`config.mk`:
```
export PLATFORM = sky130hd
export DESIGN_NAME = etsvm_ram
export DESIGN_NICKNAME = d
export VERILOG_FILES = /design/src/hw/rtl/etsvm_ram.sv
export SDC_FILE = /design/constraint.sdc
export NUM_CORES = 1
export LEC_CHECK = 0
export BUFFER_PORTS_ARGS = -buffer_cell sky130_fd_sc_hd__buf_4
export CAP_MARGIN = 15
export CORE_MARGIN = 2
export CORE_UTILIZATION = 61
export DETAILED_ROUTE_END_ITERATION = 8
export HOLD_SLACK_MARGIN = 0.12
export PLACE_DENSITY = 0.79
export SYNTH_ARGS = -nofsm -noshare
export SYNTH_HDL_FRONTEND = slang
export SYNTH_SLANG_ARGS = --single-unit
```
`constraint.sdc`:
```
create_clock -name clk -period 5.3 [get_ports clk]
set_input_delay 0.265 -clock clk [delete_from_list [all_inputs] [get_ports clk]]
set_output_delay 0.265 -clock clk [all_outputs]
set_load 0.01 [all_outputs]
```
`src/hw/rtl/etsvm_ram.sv`:
```
module etsvm_ram #(
    parameter int WIDTH = 16,
    parameter int DEPTH = 16,
    parameter int AW    = (DEPTH > 1) ? $clog2(DEPTH) : 1
) (
    input  logic             clk,
    input  logic             we,
    input  logic [AW-1:0]    waddr,
    input  logic [WIDTH-1:0] wdata,
    input  logic             re,
    input  logic [AW-1:0]    raddr,
    output logic [WIDTH-1:0] rdata
);

    logic [WIDTH-1:0] mem [DEPTH];
    logic [WIDTH-1:0] rdata_reg;

    always_ff @(posedge clk)
    begin
        if (we)
        begin
            mem[waddr] <= wdata;
        end
        if (re)
        begin
            rdata_reg <= mem[raddr];
        end
    end

    assign rdata = rdata_reg;

endmodule

```
==> metrics.csv, run 1 <==
stage;metric;value;unit
outcome;status;finished, final reports clean;
pwr;switching_share;0.196;
pwr;p_switching;903;uW
setup_path;worst_ep_arrival_time;2.36;ns
sta;fin_setup_tns;0;ns
routing;finalWirelength;21.5;mm
cts;cts-resized-gates;0;
place;gp_congestion;0.732;
setup_path;critical-path-max-stage-delay;0.67;ns
sta;timing.slew.headroom;0.309;
job;maxCapViolations;0;
synth;avgSynthCellArea;23.6;um2
sta;setup_viol;0;
layout;final_nets;545;
pwr;combPwrFrac;0.050;
pwr;finalPower;4.61;mW
pwr;p_clk_frac;0.421;
routing;vias;4860;
setup_path;crit_slowest_cell;buf_4;
sta;tightest_slew;1.04;ns
setup_path;startpoint_type;input pin;
routing;viasPerCell;6.41;
grt;antenna_found_initial;0;
setup_path;path_common_cell;buf_4;
grt;grt_pass1_vias;4974;
place;dp_hpwl;10.8;mm
cts;cts_tree;done;
routing;drtIter0Drc;583;
setup_path;critPathCaptureType;register;
routing;firstDrtPassIters;5;
cts;cts_buffers;27;
layout;area_growth;17.0;%
hold_path;holdCritStartpoint;re;
setup_path;crit_chain;buf_4 > buf_4 > mux4_1 > a22oi_1 > nand2_1;
synth;syn_area;0.0102;mm2
floorplanning;start_util;0.620;
cts;clock-sinks;272;
cts;cts.path.max_buffers;3;
pwr;pwr-share-seq;0.529;
layout;fillers;938;
grt;grt_overflow;0;
layout;largest_reg_flops;256;
setup_path;worstReg2RegStart;mem[0][11]$_DFFE_PP_;
hold_path;hold_depth;1;
pwr;intPower;3.71;mW
pwr;p_leak;3.91;nW
floorplanning;coreArea;0.0165;mm2
pwr;ir_drop;0.268;mV
layout;layout_commonest_cell;edfxtp_1;
synth;synth_cells;432;
cts;ctsRootBufferMaster;clkbuf_16;
synth;synth.net_count;459;
layout;finalNonFillerCells;758;
setup_path;reg2reg_slack;3.80;ns
floorplanning;dieArea;0.0178;mm2
grt;grt_max_degree;65;
synth;yosysSeqAreaShare;0.800;
floorplanning;die_w;133;um
setup_path;cp_data_required_time;5.57;ns
pwr;pwr_density_cell;386;mW/mm2
sta;finalHoldViolCount;0;
hold_path;holdCritPathClass;in2reg;
floorplanning;rows;47;
layout;n_antenna_cell;0;
layout;layout.cells.most_common_list;272 x edfxtp_1, 62 x buf_4, 54 x mux4_2;
setup_path;reg2reg_depth;3;
setup_path;cp_max_fo;46;
sta;final-max-slew-violation-count;0;
synth;ys_ff_latch;272;
setup_path;cp-startpoint;raddr[0];
grt;grt_pass1_wl;31.7;mm
routing;postRouteAntennaNets;0;
floorplanning;fp.dieH;133;um
sta;finalCritPeriodShare;0.394;
cts;clk_latency;0.53;ns
cts;clkTransAtPathRegs;0.06;ns
setup_path;crit_type;in2reg;
sta;period_minus_slack;2.09;ns
place;port_buffers;42;
layout;drive_gt1_frac;0.318;
grt;grt_use_total;0.250;
sta;finClkSkew;0.0117;ns
synth;synth_cell_types;18;
synth;yosys_warnings;0;
place;dpl.cell_count;693;
floorplanning;io_pins;43;
sta;rsz0062_at_grt;false;
cts;htree_levels;1;
sta;fmax;0.479;GHz
routing;route.detailed.drc;0;
routing;wl_per_cell;28.3;um
## repair_timing
item	in CTS	in global routing
setup buffers	0	0
endpoints found under the setup margin	0	0
hold endpoints to repair	256	0
hold buffers	16	0
## power groups by stage
| stage | logic, mW | registers (mW) | clock network, mW |
|---|---|---|---|
| after floorplan | 0.117 | 2.48 | 0 |
| after global routing | 0.246 | 2.44 | 2.04 |
| after global placement | 0.211 | 2.48 | 0 |
| after detailed placement | 0.219 | 2.48 | 0 |
| final | 0.230 | 2.44 | 1.94 |
| after CTS | 0.231 | 2.44 | 1.97 |
## synth_stat cells
master | number | area (um2)
a22oi_1 | 32 | 240
and2_1 | 1 | 6.26
buf_1 | 3 | 11.3
buf_2 | 3 | 15.0
buf_4 | 3 | 22.5
buf_6 | 4 | 45.0
clkbuf_1 | 8 | 30.0
edfxtp_1 | 272 | 8170
mux4_1 | 10 | 263
mux4_2 | 54 | 1220
nand2_1 | 17 | 63.8
nand2b_1 | 2 | 12.5
nand3_1 | 1 | 5.00
nand3b_1 | 2 | 15.0
nor2_1 | 13 | 48.8
nor2b_1 | 2 | 12.5
nor3_1 | 4 | 20.0
or3b_2 | 1 | 8.76
## layout make-up
class                   instances  area [um2]  area share
multi-input cells             139        1960       0.164
clock inverters                15         203      0.0170
repair buffers                 78         626      0.0524
well taps                     220         275      0.0231
clock buffers                  34         702      0.0588
flip-flops and latches        272        8170       0.684
## critical path, delay by kind of cell
kind	cells	cell delay (ns)
and+or+nand+nor	1	0.10
muxes	1	0.61
buffers and inverters	2	1.15
AOI/OAI and AO/OA	1	0.19
## cell families after synthesis
logic type,after synthesis,share of synthesized area
flip-flops,272,0.800
multiplexers,64,0.145
AND/OR/NAND/NOR,43,0.0189
AO/OA/AOI/OAI,32,0.0235
buffers and inverters,21,0.0121
## metal layers
metal	track usage	routed length, um	vias to the layer above
met5	0	0	-
met4	0.0644	576	0
met3	0.0502	2000	48
met2	0.388	10300	261
met1	0.378	8590	2522
li1	-	-	2029
## final timing paths
path,endpoint
max,rdata[9]$_DFFE_PP_
min,rdata[10]$_DFFE_PP_
max reg2reg,rdata[11]$_DFFE_PP_
min reg2reg,rdata[0]$_DFFE_PP_
## metrics by stage
step	hold slack (ns)	util	instance area, um2	setup slack, ns
6_report	0.171	0.725	11900	3.21
5_1_grt	0.154	0.725	11900	3.03
4_1_cts	0.151	0.725	11900	3.16
3_5_place_dp	0.567	0.660	10900	2.63
3_3_place_gp	0.549	0.660	10900	2.65
2_1_floorplan	0.364	-	10200	2.98
Note: power is estimated with default switching activity, not from simulation.
==> run 2, diff against run 1 <==
--- a/config.mk
+++ b/config.mk
@@ -5,13 +5,14 @@
 export SDC_FILE = /design/constraint.sdc
 export NUM_CORES = 1
 export LEC_CHECK = 0
+export ABC_AREA = 1
 export BUFFER_PORTS_ARGS = -buffer_cell sky130_fd_sc_hd__buf_4
 export CAP_MARGIN = 15
 export CORE_MARGIN = 2
-export CORE_UTILIZATION = 61
+export CORE_UTILIZATION = 56
 export DETAILED_ROUTE_END_ITERATION = 8
 export HOLD_SLACK_MARGIN = 0.12
-export PLACE_DENSITY = 0.79
+export PLACE_DENSITY = 0.76
 export SYNTH_ARGS = -nofsm -noshare
 export SYNTH_HDL_FRONTEND = slang
 export SYNTH_SLANG_ARGS = --single-unit
==> constraint.sdc (replaced) <==
create_clock -name clk -period 1.7 [get_ports clk]
set_input_delay 0.085 -clock clk [delete_from_list [all_inputs] [get_ports clk]]
set_output_delay 0.085 -clock clk [all_outputs]
set_load 0.01 [all_outputs]
==> run 2 against run 1 <==
Against the previous run: register-to-register slack worse by 3.2 ns; utilization fell by 6.1 points; clock skew fell by 0.0022 ns; worst hold slack lost 0.044 ns; clock-buffer cell count did not move; synthesized cell count is 150% higher; design area increased by 12%; sequential share of layout area down 7.6 points; wire length is 21% higher; clock power grew to 3.0 times the previous value; largest cell class unchanged.
==> metrics.csv, run 2 <==
stage;metric;value;unit;change
pwr;p_clk_frac;0.408;;was 0.421
synth;synth_cells;1074;;was 432
pwr;p_leak;5.72;nW;was 3.91 nW
synth;ys_top_cells_by_area;edfxtp_1 71%, nand2_1 11%, nand3_1 8.4%;;was edfxtp_1 80%, mux4_2 12%, mux4_1 2.6%
cts;clk_latency;0.52;ns;was 0.53 ns
setup_path;crit_chain;buf_4;;was buf_4 > buf_4 > mux4_1 > a22oi_1 > nand2_1
sta;setup_viol;0;;unchanged
job;maxCapViolations;0;;unchanged
grt;antenna_found_initial;0;;unchanged
routing;highest_layer;met4;;unchanged
sta;rsz0062_at_grt;false;;unchanged
sta;timing.slew.headroom;0.650;;was 0.309
cts;htree_levels;1;;unchanged
synth;synth.most_common_cell;nand2_1;;was edfxtp_1
layout;drive_gt1_frac;0.113;;was 0.318
synth;synthFlopType;edfxtp_1;;unchanged
pwr;p_switching;3.06;mW;was 903 uW
grt;grt_max_degree;66;;was 65
synth;synth_cell_types;12;;was 18
setup_path;critPathTopFamily;flip-flops;;was buffers and inverters
place;gp_congestion;0.820;;was 0.732
routing;finalWirelength;26.1;mm;was 21.5 mm
cts;ctsRootBufferMaster;clkbuf_16;;unchanged
floorplanning;io_pins;43;;unchanged
synth;yosysTopAreaCell;edfxtp_1;;unchanged
floorplanning;die_w;148;um;was 133 um
sta;final-max-slew-violation-count;0;;unchanged
cts;cts_tree;done;;unchanged
sta;tightest_slew;0.525;ns;was 1.04 ns
routing;wl_per_cell;18.2;um;was 28.3 um
cts;cts.path.max_buffers;3;;unchanged
routing;firstDrtPassIters;5;;unchanged
cts;ctsHoldBuffers;17;;was 16
place;dp_hpwl;14.5;mm;was 10.8 mm
layout;largest_reg_flops;256;;unchanged
routing;route.detailed.drc;0;;unchanged
routing;drtIter0Drc;888;;was 583
floorplanning;fp.dieH;148;um;was 133 um
place;port_buffers;42;;unchanged
routing;met1_length;10.7;mm;was 8.59 mm
layout;final_nets;1172;;was 545
layout;n_antenna_cell;0;;unchanged
grt;grt_use_total;0.241;;was 0.250
synth;synth.net_count;1101;;was 459
setup_path;crit_buf_inv;1;;was 2
layout;layout_commonest_cell;nand2_1;;was edfxtp_1
synth;synth_edf_count;272;;unchanged
grt;grt_pass1_wl;39.9;mm;was 31.7 mm
synth;ys_ff_latch;272;;unchanged
synth;avgSynthCellArea;10.7;um2;was 23.6 um2
setup_path;worst_ep_arrival_time;1.15;ns;was 2.36 ns
pwr;pwr_density_cell;1080;mW/mm2;was 386 mW/mm2
routing;vias;7710;;was 4860
grt;grt_overflow;0;;unchanged
grt;grt_pass1_vias;7270;;was 4974
setup_path;startpoint_type;register;;was input pin
routing;wl_met2;12.3;mm;was 10.3 mm
pwr;intPower;11.4;mW;was 3.71 mW
synth;ys_top_cells_by_count;341 x nand2_1, 272 x edfxtp_1, 196 x inv_1, 193 x nand3_1, 19 x buf_2;;was 272 x edfxtp_1, 54 x mux4_2, 32 x a22oi_1, 17 x nand2_1, 13 x nor2_1
setup_path;crit_type;reg2out;;was in2reg
outcome;status;finished, final reports clean;;unchanged
floorplanning;coreArea;0.0202;mm2;was 0.0165 mm2
synth;syn_area;0.0115;mm2;was 0.0102 mm2
floorplanning;dieArea;0.0218;mm2;was 0.0178 mm2
layout;area_growth;16.3;%;was 17.0%
pwr;pwr-share-seq;0.526;;was 0.529
floorplanning;start_util;0.570;;was 0.620
sta;finalHoldViolCount;0;;unchanged
setup_path;crit_slowest_cell;edfxtp_1;;was buf_4
pwr;combPwrFrac;0.067;;was 0.050
sta;fmax;0.809;GHz;
cts;clkTransAtPathRegs;0.06;ns;about the same
setup_path;cp_max_fo;1;;was 46
setup_path;critPathCaptureType;primary output;;was register
synth;synth_top_area_frac;0.708;;was 0.800
place;dpl.cell_count;1369;;was 693
hold_path;holdCritPathClass;in2reg;;unchanged
layout;finalNonFillerCells;1434;;was 758
pwr;switching_share;0.212;;was 0.196
sta;fin_setup_tns;0;ns;unchanged
synth;yosys_warnings;0;;unchanged
setup_path;critical-path-max-stage-delay;0.45;ns;was 0.67 ns
pwr;finalPower;14.5;mW;was 4.61 mW
synth;yosysSeqAreaShare;0.708;;was 0.800
routing;dr_wl_met3;2.21;mm;was 2.00 mm
layout;layout.cells.most_common_list;341 x nand2_1, 272 x edfxtp_1, 196 x inv_1;;was 272 x edfxtp_1, 62 x buf_4, 54 x mux4_2
sta;finalCritPeriodShare;0.727;;
cts;cts_buffers;27;;unchanged
cts;clock-sinks;272;;unchanged
routing;viasPerCell;5.38;;was 6.41
floorplanning;rows;52;;was 47
cts;postCtsSetupBuffers;0;;unchanged
sta;finClkSkew;0.00950;ns;was 0.0117 ns
sta;period_minus_slack;1.24;ns;
routing;postRouteAntennaNets;0;;unchanged
cts;cts-resized-gates;0;;unchanged
setup_path;cp_data_required_time;1.62;ns;was 5.57 ns
synth;async_flop_share;0;;unchanged
pwr;ir_drop;0.860;mV;was 0.268 mV
[run 2: routing by layer]
| layer | vias to the layer above | GRT usage |
|---|---|---|
| met5 | - | 0 |
| met4 | 0 | 0.0827 |
| met3 | 68 | 0.0383 |
| met2 | 353 | 0.379 |
| met1 | 3668 | 0.349 |
| li1 | 3621 | - |
[run 2: power groups by stage]
stage	Clock, mW	Combinational, mW	Sequential (mW)
6_report	5.90	0.964	7.61
5_1_grt	6.22	1.06	7.61
4_1_cts	5.95	0.965	7.61
2_1_floorplan	0	0.507	7.75
3_3_place_gp	0	0.902	7.74
3_5_place_dp	0	0.929	7.75
[run 2: worst paths after layout]
check	start	endpoint	slack, ns	depth (start not counted)
hold reg to reg	mem[6][9]$_DFFE_PP_	rdata[9]$_DFFE_PP_	0.74	6
setup reg to reg	mem[13][3]$_DFFE_PP_	rdata[3]$_DFFE_PP_	0.56	6
setup / recovery	rdata[0]$_DFFE_PP_	rdata[0]	0.46	1
hold / removal	waddr[1]	mem[3][15]$_DFFE_PP_	0.13	3
[run 2: final cells by class]
cell class / count / area, um2
clock buffer: 34 / 702
clock inverter: 14 / 169
fill: 1440 / 6810
inverter: 198 / 744
multi-input combinational: 553 / 2360
sequential: 272 / 8170
tap: 270 / 338
timing repair buffer: 93 / 941
[run 2: logic make-up (layout without fill, tap and decap cells)]
kind of cell | after synthesis | count (layout) | synth area share
simple gates | 553 | 553 | 0.201
flops | 272 | 272 | 0.708
buf+inv | 249 | 339 | 0.0909
[run 2: through the flow]
| step | utilization | hold slack (ns) | setup WS, ns | cell area [um2] |
|---|---|---|---|---|
| after floorplan | - | 0.184 | 0.315 | 11500 |
| after global placement | 0.612 | 0.378 | 0.341 | 12400 |
| after global routing | 0.664 | 0.153 | 0.433 | 13400 |
| final | 0.664 | 0.126 | 0.464 | 13400 |
| after detailed placement | 0.612 | 0.380 | 0.261 | 12400 |
| after CTS | 0.664 | 0.121 | 0.441 | 13400 |
